==> config.mk <==
export PLATFORM = sky130hd
export DESIGN_NAME = code_point_hex_escaper_core
export DESIGN_NICKNAME = d
export VERILOG_FILES = /design/src/hdl/cphe_pkg.sv /design/src/hdl/code_point_hex_escaper_core.sv
export SDC_FILE = /design/constraint.sdc
export NUM_CORES = 1
export LEC_CHECK = 0
export BUFFER_PORTS_ARGS = -buffer_cell sky130_fd_sc_hd__clkbuf_2
export CAP_MARGIN = 20
export CORE_AREA = 4 4 115 117
export DETAILED_ROUTE_END_ITERATION = 10
export DIE_AREA = 0 0 119 121
export GPL_ROUTABILITY_DRIVEN = 1
export PLACE_DENSITY = 0.7
export SLEW_MARGIN = 10
export SYNTH_ARGS = -nofsm -noshare
export SYNTH_HDL_FRONTEND = slang
export SYNTH_SLANG_ARGS = --single-unit
==> constraint.sdc <==
create_clock -name clock -period 6.28 [get_ports clock]
set_clock_uncertainty 0.2 [all_clocks]
set_input_delay 0.628 -clock clock [delete_from_list [all_inputs] [get_ports clock]]
set_output_delay 0.628 -clock clock [all_outputs]
set_load 0.005 [all_outputs]
==> src/hdl/cphe_pkg.sv <==
// Package for the code point hex escaper: fixed widths, limits and character helpers.
// Depends on nothing; used by code_point_hex_escaper_core.
`default_nettype none

package cphe_pkg;

   localparam int unsigned CodeWidth = 32;
   localparam int unsigned ByteWidth = 8;
   localparam int unsigned NibbleCount = CodeWidth / 4;
   localparam logic [2:0] MaxPrefix = 3'd4;
   localparam logic [2:0] PrefixHold = 3'd4;

   localparam logic [1:0] CsrPrefixLength = 2'd0;
   localparam logic [1:0] CsrPrefixBytes = 2'd1;
   localparam logic [1:0] CsrSuffixChar = 2'd2;
   localparam logic [1:0] CsrWhitelist = 2'd3;

   typedef logic [ByteWidth-1:0] byte_type;

   function automatic byte_type hex_char(input logic [3:0] nib);
      byte_type c;
      if (nib < 4'd10) begin
         c = 8'h30 + {4'h0, nib};
      end else begin
         c = 8'h57 + {4'h0, nib};
      end
      return c;
   endfunction

   function automatic logic is_alnum(input byte_type c);
      return (c >= 8'h30 && c <= 8'h39) || (c >= 8'h41 && c <= 8'h5A) ||
             (c >= 8'h61 && c <= 8'h7A);
   endfunction

   function automatic logic is_listed(input byte_type c);
      logic hit;
      unique case (c)
         8'h20, 8'h2F, 8'h2A, 8'h2B, 8'h2D, 8'h09, 8'h0A, 8'h5E, 8'h24,
         8'h21, 8'h3F, 8'h5C, 8'h23, 8'h7D, 8'h7B, 8'h29, 8'h28, 8'h5D,
         8'h5B, 8'h2E, 8'h2C, 8'h3A, 8'h3B, 8'h5F, 8'h7C, 8'h7E, 8'h60: hit = 1'b1;
         default: hit = 1'b0;
      endcase
      return hit;
   endfunction

endpackage

`default_nettype wire

==> src/hdl/code_point_hex_escaper_core.sv <==
// Top level of the code point hex escaper: sequencer, nibble shift register and output register.
// Depends on cphe_pkg.
`default_nettype none

// Each accepted word carries one 32-bit code point. Letters, digits and (with the whitelist
// on) listed punctuation and whitespace leave as one byte; a zero code point leaves as one
// error byte and the rest of its string is dropped. Other values leave as the prefix, the
// lowercase hex digits without leading zeros, and the suffix if it is nonzero. An item is
// accepted only in the idle state. An escaped code point leaves through a nibble shift
// register that steps one nibble per cycle while the output register is free, leading zero
// nibbles included. A dropped item leaves no byte. The next item is accepted while the
// last byte still waits.
module code_point_hex_escaper_core (
   input  wire logic        clock,
   input  wire logic        reset,
   input  wire logic        req_tvalid,
   output logic             req_tready,
   input  wire logic [31:0] req_tdata,   // code_unit[31:0]
   input  wire logic        req_tlast,   // last_unit
   output logic             rsp_tvalid,
   input  wire logic        rsp_tready,
   output cphe_pkg::byte_type rsp_tdata, // out_byte[7:0]
   output logic             rsp_tlast,   // last_of_string
   output logic [1:0]       rsp_tuser,   // error_flag, last_of_item
   input  wire logic        csr_we,
   input  wire logic [1:0]  csr_index,
   input  wire logic [31:0] csr_wdata
);
   import cphe_pkg::*;

   localparam logic [2:0] S_IDLE   = 3'd0;
   localparam logic [2:0] S_SINGLE = 3'd1;
   localparam logic [2:0] S_PREFIX = 3'd2;
   localparam logic [2:0] S_DIGIT  = 3'd3;
   localparam logic [2:0] S_SUFFIX = 3'd4;

   logic [2:0]  prefix_length_ff;
   logic [31:0] prefix_bytes_ff;
   byte_type    suffix_char_ff;
   logic        whitelist_ff;

   logic [2:0]  state_ff, state_in;
   logic        poison_ff, poison_in;
   logic [CodeWidth-1:0] code_ff, code_in;
   logic [31:0] pre_ff, pre_in;
   logic [2:0]  plen_ff, plen_in;
   logic [2:0]  cnt_ff, cnt_in;
   logic        started_ff, started_in;
   logic        last_ff, last_in;
   logic        err_ff, err_in;

   logic        out_valid_ff, out_valid_in;
   byte_type    out_byte_ff, out_byte_in;
   logic        out_last_ff, out_last_in;
   logic [1:0]  out_user_ff, out_user_in;

   logic        out_free;
   logic        accept;
   logic        emit;
   byte_type    emit_byte;
   logic        emit_item_last;
   logic        emit_err;
   logic [2:0]  plen_sat;
   logic [3:0]  nib;
   logic        last_digit;
   logic        pass;

   always_ff @(posedge clock) begin
      if (reset) begin
         prefix_length_ff <= 3'd1;
         prefix_bytes_ff  <= 32'd92;
         suffix_char_ff   <= 8'd32;
         whitelist_ff     <= 1'b0;
      end else if (csr_we) begin
         unique case (csr_index)
            CsrPrefixLength: prefix_length_ff <= csr_wdata[2:0];
            CsrPrefixBytes:  prefix_bytes_ff  <= csr_wdata;
            CsrSuffixChar:   suffix_char_ff   <= csr_wdata[7:0];
            CsrWhitelist:    whitelist_ff     <= csr_wdata[0];
         endcase
      end
   end

   assign out_free   = !out_valid_ff || rsp_tready;
   assign req_tready = (state_ff == S_IDLE);
   assign accept     = req_tvalid && req_tready;

   always_comb begin
      plen_sat = prefix_length_ff;
      if (plen_sat > MaxPrefix) begin
         plen_sat = MaxPrefix;
      end
      if (plen_sat > PrefixHold) begin
         plen_sat = PrefixHold;
      end
   end

   assign pass = (req_tdata[31:8] == 24'd0) &&
                 (is_alnum(req_tdata[7:0]) || (whitelist_ff && is_listed(req_tdata[7:0])));
   assign nib        = code_ff[CodeWidth-1 -: 4];
   assign last_digit = (cnt_ff == 3'(NibbleCount - 1));

   always_comb begin
      state_in       = state_ff;
      poison_in      = poison_ff;
      code_in        = code_ff;
      pre_in         = pre_ff;
      plen_in        = plen_ff;
      cnt_in         = cnt_ff;
      started_in     = started_ff;
      last_in        = last_ff;
      err_in         = err_ff;
      emit           = 1'b0;
      emit_byte      = 8'd0;
      emit_item_last = 1'b0;
      emit_err       = 1'b0;
      unique case (state_ff)
         S_IDLE: begin
            if (accept) begin
               code_in    = req_tdata;
               last_in    = req_tlast;
               pre_in     = prefix_bytes_ff;
               plen_in    = plen_sat;
               cnt_in     = 3'd0;
               started_in = 1'b0;
               err_in     = 1'b0;
               if (poison_ff) begin
                  if (req_tlast) begin
                     poison_in = 1'b0;
                  end
               end else if (req_tdata == 32'd0) begin
                  err_in    = 1'b1;
                  poison_in = !req_tlast;
                  state_in  = S_SINGLE;
               end else if (pass) begin
                  state_in = S_SINGLE;
               end else if (plen_sat != 3'd0) begin
                  state_in = S_PREFIX;
               end else begin
                  state_in = S_DIGIT;
               end
            end
         end
         S_SINGLE: begin
            if (out_free) begin
               emit           = 1'b1;
               emit_byte      = code_ff[7:0];
               emit_item_last = 1'b1;
               emit_err       = err_ff;
               state_in       = S_IDLE;
            end
         end
         S_PREFIX: begin
            if (out_free) begin
               emit      = 1'b1;
               emit_byte = pre_ff[7:0];
               pre_in    = {8'd0, pre_ff[31:8]};
               cnt_in    = cnt_ff + 3'd1;
               if (cnt_ff == plen_ff - 3'd1) begin
                  cnt_in   = 3'd0;
                  state_in = S_DIGIT;
               end
            end
         end
         S_DIGIT: begin
            if (out_free) begin
               emit           = (nib != 4'd0) || started_ff || last_digit;
               emit_byte      = hex_char(nib);
               emit_item_last = last_digit && (suffix_char_ff == 8'd0);
               started_in     = started_ff || (nib != 4'd0);
               code_in        = {code_ff[CodeWidth-5:0], 4'd0};
               cnt_in         = cnt_ff + 3'd1;
               if (last_digit) begin
                  state_in = (suffix_char_ff != 8'd0) ? S_SUFFIX : S_IDLE;
               end
            end
         end
         S_SUFFIX: begin
            if (out_free) begin
               emit           = 1'b1;
               emit_byte      = suffix_char_ff;
               emit_item_last = 1'b1;
               state_in       = S_IDLE;
            end
         end
         default: begin
            state_in = S_IDLE;
         end
      endcase
   end

   always_comb begin
      out_valid_in = out_valid_ff;
      out_byte_in  = out_byte_ff;
      out_last_in  = out_last_ff;
      out_user_in  = out_user_ff;
      if (emit) begin
         out_valid_in = 1'b1;
         out_byte_in  = emit_byte;
         out_last_in  = emit_item_last && (last_ff || emit_err);
         out_user_in  = {emit_err, emit_item_last};
      end else if (rsp_tready) begin
         out_valid_in = 1'b0;
      end
   end

   always_ff @(posedge clock) begin
      if (reset) begin
         state_ff     <= S_IDLE;
         poison_ff    <= 1'b0;
         out_valid_ff <= 1'b0;
      end else begin
         state_ff     <= state_in;
         poison_ff    <= poison_in;
         out_valid_ff <= out_valid_in;
      end
   end

   always_ff @(posedge clock) begin
      code_ff     <= code_in;
      pre_ff      <= pre_in;
      plen_ff     <= plen_in;
      cnt_ff      <= cnt_in;
      started_ff  <= started_in;
      last_ff     <= last_in;
      err_ff      <= err_in;
      out_byte_ff <= out_byte_in;
      out_last_ff <= out_last_in;
      out_user_ff <= out_user_in;
   end

   assign rsp_tvalid = out_valid_ff;
   assign rsp_tdata  = out_byte_ff;
   assign rsp_tlast  = out_last_ff;
   assign rsp_tuser  = out_user_ff;

endmodule

`default_nettype wire

==> flow_metrics.py, run 1 <==
metrics = {
    "run_status": {
        "status": "complete, no violations",
    },
    "route": {
        "drt_iter0_drc": 270,
        "drt-vias-per-instance": 5.33,
        "num_vias": 4213,
        "wirelength_met1_mm": 5.44,
        "drc": 0,
        "wirelength_mm": 12.2,
        "wl_met3_um": 762,
        "dr.pass1.iters": 5,
        "dr_wl_met2_mm": 5.84,
        "wire_per_inst_um": 15.4,
        "ant_nets": 0,
        "top_layer": "met4",
    },
    "setup_path": {
        "r2r_end": "pre_ff[0]",
        "cp_data_arrival_time_ns": 3.08,
        "worstSetupPathType": "flip-flop to flip-flop",
        "cp_max_fo": 33,
        "critical_path_required_ns": 6.16,
        "rr_startpoint": "state_ff[1]",
        "start_kind": "flip-flop",
        "worst-r2r-setup-slack_ns": 3.08,
        "path_buf_inv": 2,
        "r2r_cells": 6,
        "critPathTopFamily": "simple AND/OR/NAND/NOR gates",
        "max_stage_delay_ns": 0.71,
        "crit_slowest_cell": "nor2b_1",
        "path_cells": "nor2b_1 > nor2b_2 > buf_4 > nand2_1 > nand2_1 > buf_4",
        "crit_start": "state_ff[1]",
        "crit_path_end_kind": "flip-flop",
    },
    "yosys": {
        "synth_top_family_by_area": "simple AND/OR/NAND/NOR gates",
        "postSynthAreaPerCell_um2": 11.4,
        "synth_flop_cell": "edfxtp_1",
        "synth_fp_nets": 609,
        "yosysMostFrequentCell": "nand2_1",
        "synth_top_cells_by_area": "edfxtp_1 (42%), dfxtp_1 (16%), mux2_2 (9.9%)",
        "synth_fa_ha_area_share_pct": 2.09,
        "seq_area_frac_synth_pct": 58.4,
        "synth.distinct_cells": 53,
        "synth_commonest_cells": "nand2_1 (93), edfxtp_1 (84), mux2_2 (53), a21oi_1 (50), dfxtp_1 (49)",
        "synth_top_area_share_pct": 42.1,
        "synth_xor_area_share_pct": 1.11,
        "synth_compound_gate_area_share_pct": 9.41,
        "ys.warnings.count": 0,
        "synth-simple-area-share_pct": 15.2,
        "synthMuxAreaShare_pct": 11.0,
        "yosysTopAreaCell": "edfxtp_1",
        "postSynth.asyncResetShare_pct": 0,
        "synth_edf_count": 84,
        "ys_seq_elements": 133,
        "synthCells": 527,
        "netlist_area_um2": 6000,
    },
    "cts": {
        "cts_max_path_buffers": 2,
        "post_cts_buffers": 0,
        "ctsHoldBuffers": 0,
        "root_buffer": "clkbuf_16",
        "cts_made_buffers": 17,
        "cts_tree": "built",
        "cts_resized": 0,
        "h-tree-depth": 4,
        "clkSinkCount": 133,
        "clk_pin_slew_worst_paths_ns": 0.06,
        "insertion_delay_ns": 0.42,
    },
    "layout": {
        "diodes": 0,
        "num-nets-final": 688,
        "syn_to_final_growth_pct": 18.7,
        "post_route_cells_drive_above_1_share_pct": 30.2,
    },
    "global_routing": {
        "grt_pass1_wl_mm": 20.1,
        "first_global_vias": 4056,
        "antenna_found_initial": 0,
        "grt_max_degree": 50,
        "gr-usage-all-layers_pct": 17.7,
        "grt_overflow": 0,
    },
    "hold_path": {
        "min_from": "csr_wdata[19]",
        "whs_endpoint": "prefix_bytes_ff[19]",
        "min_path_type": "input port to flip-flop",
        "holdPathStages": 3,
    },
    "placed_design": {
        "hpwl_mm": 8.61,
        "place_ws_ns": 3.13,
        "place.gp.congestion": 0.876,
        "portBuffers": 84,
    },
    "sta": {
        "setup_viol": 0,
        "relSlewSlack_pct": 46.3,
        "final-hold-violation-count": 0,
        "rsz0062_at_grt": "no",
        "max_clock_freq_ghz": 0.313,
        "finalCritPeriodShare_pct": 51.0,
        "tightest_slew_ns": 0.803,
        "final_period_minus_worst_setup_slack_ns": 3.20,
        "finalWorstSetupSlack_ns": 3.08,
        "setup-tns-final_ns": 0,
        "drv_slew": 0,
    },
    "floorplanning": {
        "initial_core_util_pct": 48.5,
        "ios": 85,
        "core-area_um2": 12400,
        "dieArea_um2": 14400,
        "die_h_um": 121,
        "die_x_um": 119,
        "num_rows": 41,
    },
    "power_and_ir_drop": {
        "ir_drop_uv": 224,
        "p_per_area_nw_per_um2": 424,
        "total_power_mw": 3.02,
        "power.leakage_nw": 2.75,
    },
    "run": {
        "max_cap_violations": 0,
    },
}
-- kinds of logic after synthesis --
family / Yosys count
muxes: 59
xor gates and xnor gates: 6
buffers and inverters: 42
AOI/OAI and AO/OA: 89
adders and majority gates: 10
and+or+nand+nor: 188
DFF: 133
-- worst register-to-register path, delay by kind of cell (launching register included) --
kind,cells,cell delay [ns]
simple gates,4,1.28
buf+inv,2,0.77
flops,1,0.59
-- routing by layer --
layer / up-vias / track usage, %
li1: 2063 / -
met4: 0 / 6.73
met1: 1989 / 23.1
met3: 18 / 5.08
met5: - / 0
met2: 143 / 28.0
-- registers in the layout (all words and copies together), names as in the netlist, 2 cells and up --
signal / cells
code_ff: 32
state_ff: 3
prefix_bytes_ff: 32
rsp_tdata: 8
rsp_tuser: 2
pre_ff: 32
cnt_ff: 3
plen_ff: 3
prefix_length_ff: 3
suffix_char_ff: 8
-- worst max path at each step --
stage                   endpoint  cells past startpoint  slack [ns]
CTS                   pre_ff[18]                      6        3.11
floorplan             code_ff[0]                      6        2.19
finish                 pre_ff[0]                      6        3.08
global placement      pre_ff[26]                      6        3.22
global route        rsp_tdata[1]                      6        2.77
detailed placement    pre_ff[26]                      6        3.13
-- metrics by stage --
step           instance area, um2  util (%)  cells  hold WS, ns
2_1_floorplan                6000         -    527        0.232
3_3_place_gp                 6560      53.0    757        0.240
3_5_place_dp                 6560      53.0    757        0.244
4_1_cts                      7100      57.4    789        0.206
5_1_grt                      7120      57.6    791        0.213
6_report                     7120      57.6    791        0.221
-- final cells by class --
class                   count  area (um2)
repair buffers             92         488
well taps                 172         215
inverters                  10        37.5
clock buffers              18         429
fillers                  1001        5240
flip-flops and latches    133        3500
multi-input cells         352        2330
clock inverters            14         113
-- power breakdown --
| group | switching [mW] | leakage, nW | internal (mW) | total (mW) |
|---|---|---|---|---|
| sequential | 0.112 | 1.22 | 1.28 | 1.39 |
| combinational | 0.411 | 1.26 | 0.306 | 0.717 |
| clock | 0.394 | 0.270 | 0.515 | 0.909 |
| total | 0.917 | 2.75 | 2.10 | 3.02 |
-- placed cells by master, fill, tap and decap left out, types with 3 or more instances in the layout --
master and n:
nand2_1 93, a22oi_1 10, a21oi_1 50, nand3_1 5, a211oi_1 3, nand3b_1 7
nor4b_1 3, inv_6 7, and2_1 4, nor4_1 8, inv_4 3, nor2_1 26
a31oi_1 3, mux2_2 53, clkbuf_16 17, clkbuf_2 84, nor2b_1 20, nor3_1 5
o22ai_1 3, ha_1 10, xnor2_1 3, o21ai_0 4, dfxtp_1 49, mux2i_1 6
inv_1 10, edfxtp_1 84, buf_4 7
Power figures use the tool's default switching activity.
==> inputs of run 2 (changes only) <==
- PLACE_DENSITY: 0.7 -> 0.73
- clock period: 6.28 -> 2.76 ns (I/O delays scaled with it)
==> run 2 against run 1 <==
Effect of this change: via count rose by 8.6%; sequential share of layout area fell by 4.0 points; flip-flop and latch count did not move; count of clock-buffer cells in the layout rose by 2; global-route usage rose by 3.0 points; first-iteration DRC count rose by 26%; sequential power rose by 130%; combinational power rose to 2.6 times the previous value; critical path depth rose by 1.
==> flow_metrics.py, run 2 (synthesis gave the netlist of run 1 again) <==
metrics = {
    "run_status": {
        "status": "complete, no violations",
    },
    "floorplanning": {
        "die_h_um": 121,
        "num_rows": 41,
        "dieArea_um2": 14400,
        "initial_core_util_pct": 48.5,
        "ios": 85,
        "die_x_um": 119,
        "core-area_um2": 12400,
    },
    "global_routing": {
        "first_global_vias": 4715,
        "antenna_found_initial": 0,
        "grt_pass1_wl_mm": 23.5,
        "grt_overflow": 0,
        "gr-usage-all-layers_pct": 20.7,
        "grt_max_degree": 34,
    },
    "route": {
        "dr.pass1.iters": 6,
        "ant_nets": 0,
        "drt-vias-per-instance": 5.36,
        "drt_iter0_drc": 339,
        "wirelength_mm": 14.3,
        "num_vias": 4574,
        "drc": 0,
        "wire_per_inst_um": 16.7,
    },
    "power_and_ir_drop": {
        "p_per_area_nw_per_um2": 913,
        "ir_drop_uv": 690,
        "power.leakage_nw": 3.02,
    },
    "sta": {
        "tightest_slew_ns": 0.706,
        "max_clock_freq_ghz": 0.413,
        "relSlewSlack_pct": 52.8,
        "setup-tns-final_ns": 0,
        "final_period_minus_worst_setup_slack_ns": 2.42,
        "finalCritPeriodShare_pct": 87.8,
        "rsz0062_at_grt": "no",
        "final-hold-violation-count": 0,
        "holdWs_ns": 0.0374,
        "drv_slew": 0,
        "setup_viol": 0,
    },
    "cts": {
        "clk_pin_slew_worst_paths_ns": 0.06,
        "cts_max_path_buffers": 2,
        "cts_tree": "built",
        "cts_made_buffers": 17,
        "h-tree-depth": 4,
        "post_cts_buffers": 0,
        "insertion_delay_ns": 0.41,
        "clkSinkCount": 133,
        "root_buffer": "clkbuf_16",
    },
    "placed_design": {
        "placed_area_um2": 6650,
        "portBuffers": 84,
        "place_inst": 766,
        "hpwl_mm": 9.23,
        "place.gp.congestion": 0.898,
    },
    "layout": {
        "diodes": 0,
        "final_common_cell": "nand2_1",
        "reg.largest.list": "code_ff: 32 flops, pre_ff: 32 flops, prefix_bytes_ff: 32 flops",
        "finalNonFillerCells": 854,
        "postLayoutCellArea_um2": 7750,
        "num-nets-final": 751,
        "layout_common_cells": "nand2_1 (93), edfxtp_1 (84), clkbuf_2 (84)",
        "syn_to_final_growth_pct": 29.2,
        "post_route_cells_drive_above_1_share_pct": 28.0,
    },
    "setup_path": {
        "critical_path_required_ns": 2.88,
        "cp_max_fo": 3,
        "crit_path_end_kind": "flip-flop",
        "start_kind": "input port",
        "worstSetupPathType": "input port to flip-flop",
        "cp_data_arrival_time_ns": 2.55,
    },
    "run": {
        "max_cap_violations": 0,
    },
    "hold_path": {
        "min_path_type": "input port to flip-flop",
    },
}
## run 2: repair_timing
item                      4_1_cts  5_1_grt
hold buffers                   56        0
gates resized for setup         0        0
hold endpoints to repair       69        0
## run 2: area by class of cell
| cell class | count | area, um2 |
|---|---|---|
| clock buffers | 20 | 437 |
| flip-flops and latches | 133 | 3500 |
| repair buffers | 155 | 1120 |
| well taps | 172 | 215 |
| clock inverters | 12 | 105 |
| multi-input cells | 352 | 2330 |
| inverters | 10 | 37.5 |
| fillers | 907 | 4610 |
## run 2: worst paths after layout
kind | end | depth (start not counted) | start | slack, ns
worst max-delay path | poison_ff | 7 | req_tdata[15] | 0.34
worst min-delay path | whitelist_ff | 4 | csr_index[1] | 0.04
worst max register to register | state_ff[1] | 5 | state_ff[0] | 0.44
worst min register to register | prefix_bytes_ff[27] | 2 | prefix_bytes_ff[27] | 0.25
## run 2: power by group
group	switching (mW)	internal, mW	total [mW]
logic	1.04	0.845	1.88
registers	0.229	2.91	3.14
clock network	0.820	1.24	2.06
total	2.09	4.99	7.07
## run 2: metrics by stage
step	setup WS, ns	utilization, %	power [mW]
final	0.336	62.7	7.07
after floorplan	0.189	-	4.30
after global routing	0.245	62.7	7.44
after detailed placement	0.464	53.8	4.99
after global placement	0.520	53.8	4.91
after CTS	0.469	62.7	7.11
## run 2: critical path: stages
cell,delay [ns]
dlygate4sd3_1,0.55
clkbuf_2,0.12
nor4_1,0.34
nand4_1,0.20
or2_1,0.33
or4_4,0.50
a221oi_2,0.21
## run 2: layer usage
| layer | wire length [um] | GRT usage (%) | up-vias |
|---|---|---|---|
| li1 | - | - | 2185 |
| met1 | 6030 | 24.6 | 2180 |
| met2 | 7020 | 34.9 | 176 |
| met3 | 866 | 6.48 | 33 |
| met4 | 360 | 8.33 | 0 |
| met5 | 0 | 0 | - |
==> inputs of run 3 (changes only) <==
- CTS_CLUSTER_SIZE: unset -> 16
- PLACE_DENSITY: 0.73 -> 0.7
- clock period: 2.76 -> 2.99 ns (I/O delays scaled with it)
==> run 3 against run 2 <==
Effect of this change: power shrank 7.9%; highest routed layer unchanged; sequential share of layout area is 0.95 points higher; register-to-register slack improved by 0.18 ns; flip-flop and latch count stayed put; first-iteration DRC count fell by 37%; count of clock-buffer cells in the layout grew 7; cell area decreased by 2.1%; hold slack worse by 0.025 ns; critical path depth is 4 lower; non-clock buffer count fell by 18; critical endpoint is now code_ff[4]; sequential power fell by 7.6%.
==> flow_metrics.py, run 3 (synthesis gave the netlist of run 1 again) <==
metrics = {
    "run_status": {
        "status": "complete, no violations",
    },
    "floorplanning": {
        "num_rows": 41,
        "core-area_um2": 12400,
        "initial_core_util_pct": 48.5,
        "dieArea_um2": 14400,
        "die_x_um": 119,
        "ios": 85,
        "die_h_um": 121,
    },
    "sta": {
        "final_period_minus_worst_setup_slack_ns": 2.37,
        "finalCritPeriodShare_pct": 79.4,
        "final-hold-violation-count": 0,
        "rsz0062_at_grt": "no",
        "relSlewSlack_pct": 45.7,
        "tightest_slew_ns": 0.813,
        "max_clock_freq_ghz": 0.421,
        "drv_slew": 0,
        "setup_viol": 0,
        "setup-tns-final_ns": 0,
    },
    "layout": {
        "post_route_cells_drive_above_1_share_pct": 28.2,
        "finalNonFillerCells": 835,
        "final_common_cell": "nand2_1",
        "regArea_um2": 3500,
        "diodes": 0,
        "multi_input_area_um2": 2330,
        "syn_to_final_growth_pct": 26.6,
        "num-nets-final": 733,
        "nFillCells": 980,
        "layout_common_cells": "nand2_1 (93), edfxtp_1 (84), clkbuf_2 (84)",
        "reg.largest.list": "code_ff: 32 flops, pre_ff: 32 flops, prefix_bytes_ff: 32 flops",
    },
    "setup_path": {
        "cp_max_fo": 30,
        "rr_startpoint": "state_ff[0]",
        "path_cells": "nand2_1 > buf_4 > mux2_2",
        "crit_path_end_kind": "flip-flop",
        "cp_data_arrival_time_ns": 2.34,
        "worst-r2r-setup-slack_ns": 0.62,
        "start_kind": "flip-flop",
        "max_stage_delay_ns": 0.83,
        "critical_path_required_ns": 2.95,
        "critPathTopFamily": "flip-flops",
        "path_buf_inv": 1,
        "crit_slowest_cell": "dfxtp_1",
        "r2r_end": "code_ff[4]",
        "crit_cells": 3,
        "r2r_cells": 3,
        "worstSetupPathType": "flip-flop to flip-flop",
    },
    "placed_design": {
        "portBuffers": 84,
        "place_inst": 764,
        "place.gp.congestion": 0.839,
        "hpwl_mm": 9.00,
    },
    "power_and_ir_drop": {
        "ir_drop_uv": 461,
        "p_per_area_nw_per_um2": 858,
        "power.leakage_nw": 2.95,
    },
    "global_routing": {
        "first_global_vias": 4502,
        "grt_pass1_wl_mm": 22.6,
        "gr-usage-all-layers_pct": 20.1,
        "grt_max_degree": 33,
        "grt_overflow": 0,
        "antenna_found_initial": 0,
    },
    "cts": {
        "clk_pin_slew_worst_paths_ns": 0.05,
        "clkSinkCount": 133,
        "root_buffer": "clkbuf_16",
        "cts_made_buffers": 17,
        "h-tree-depth": 4,
        "cts_max_path_buffers": 2,
        "cts_tree": "built",
        "insertion_delay_ns": 0.42,
    },
    "route": {
        "wire_per_inst_um": 16.2,
        "drc": 0,
        "wirelength_mm": 13.5,
        "dr.pass1.iters": 4,
        "num_vias": 4438,
        "ant_nets": 0,
        "drt-vias-per-instance": 5.31,
        "drt_iter0_drc": 215,
    },
    "hold_path": {
        "min_from": "req_tdata[8]",
        "whs_endpoint": "code_ff[8]",
        "min_path_type": "input port to flip-flop",
        "holdPathStages": 2,
    },
    "run": {
        "max_cap_violations": 0,
    },
}
[run 3: power breakdown]
| group | internal, mW | switching, mW | leakage [nW] |
|---|---|---|---|
| sequential | 2.68 | 0.214 | 1.22 |
| combinational | 0.772 | 0.950 | 1.46 |
| clock | 1.19 | 0.708 | 0.273 |
| total | 4.64 | 1.87 | 2.95 |
[run 3: worst max-delay path by stage]
stage,end,slack (ns),start
final,code_ff[4],0.62,state_ff[0]
after global routing,rsp_tdata[2],0.42,state_ff[0]
after CTS,code_ff[4],0.64,state_ff[0]
after detailed placement,code_ff[16],0.64,state_ff[0]
after global placement,state_ff[1],0.67,state_ff[0]
after floorplan,pre_ff[0],0.42,state_ff[2]
[run 3: timing repair]
item,CTS,global route
hold buffers,40,0
resized for setup,0,0
endpoints found under the hold margin,52,0
setup buffers,0,0
[run 3: layer usage]
metal	global-route usage, %	routed length [um]
met4	6.88	227
met5	0	0
met1	25.2	5970
met3	5.73	715
met2	33.3	6610
[run 3: layout make-up]
cell class / instances / share of cell area, %
inverter: 10 / 0.494
timing repair buffer: 137 / 12.6
clock buffer: 27 / 6.91
clock inverter: 4 / 0.280
sequential: 133 / 46.2
tap: 172 / 2.84
multi-input combinational: 352 / 30.7
[run 3: per-stage QoR]
| step | hold slack (ns) | power, mW | worst slack, ns | cell area [um2] | utilization (%) |
|---|---|---|---|---|---|
| 2_1_floorplan | 0.187 | 3.97 | 0.419 | 6000 | - |
| 3_3_place_gp | 0.237 | 4.57 | 0.673 | 6650 | 53.7 |
| 6_report | 0.0123 | 6.51 | 0.617 | 7590 | 61.4 |
| 3_5_place_dp | 0.244 | 4.61 | 0.636 | 6650 | 53.7 |
| 5_1_grt | 0.000978 | 6.86 | 0.419 | 7590 | 61.4 |
| 4_1_cts | 0.00243 | 6.56 | 0.642 | 7590 | 61.4 |
[run 3: worst register-to-register path: stages (launching register included)]
cell	delay (ns)
dfxtp_1	0.83
nand2_1	0.39
buf_4	0.37
mux2_2	0.33
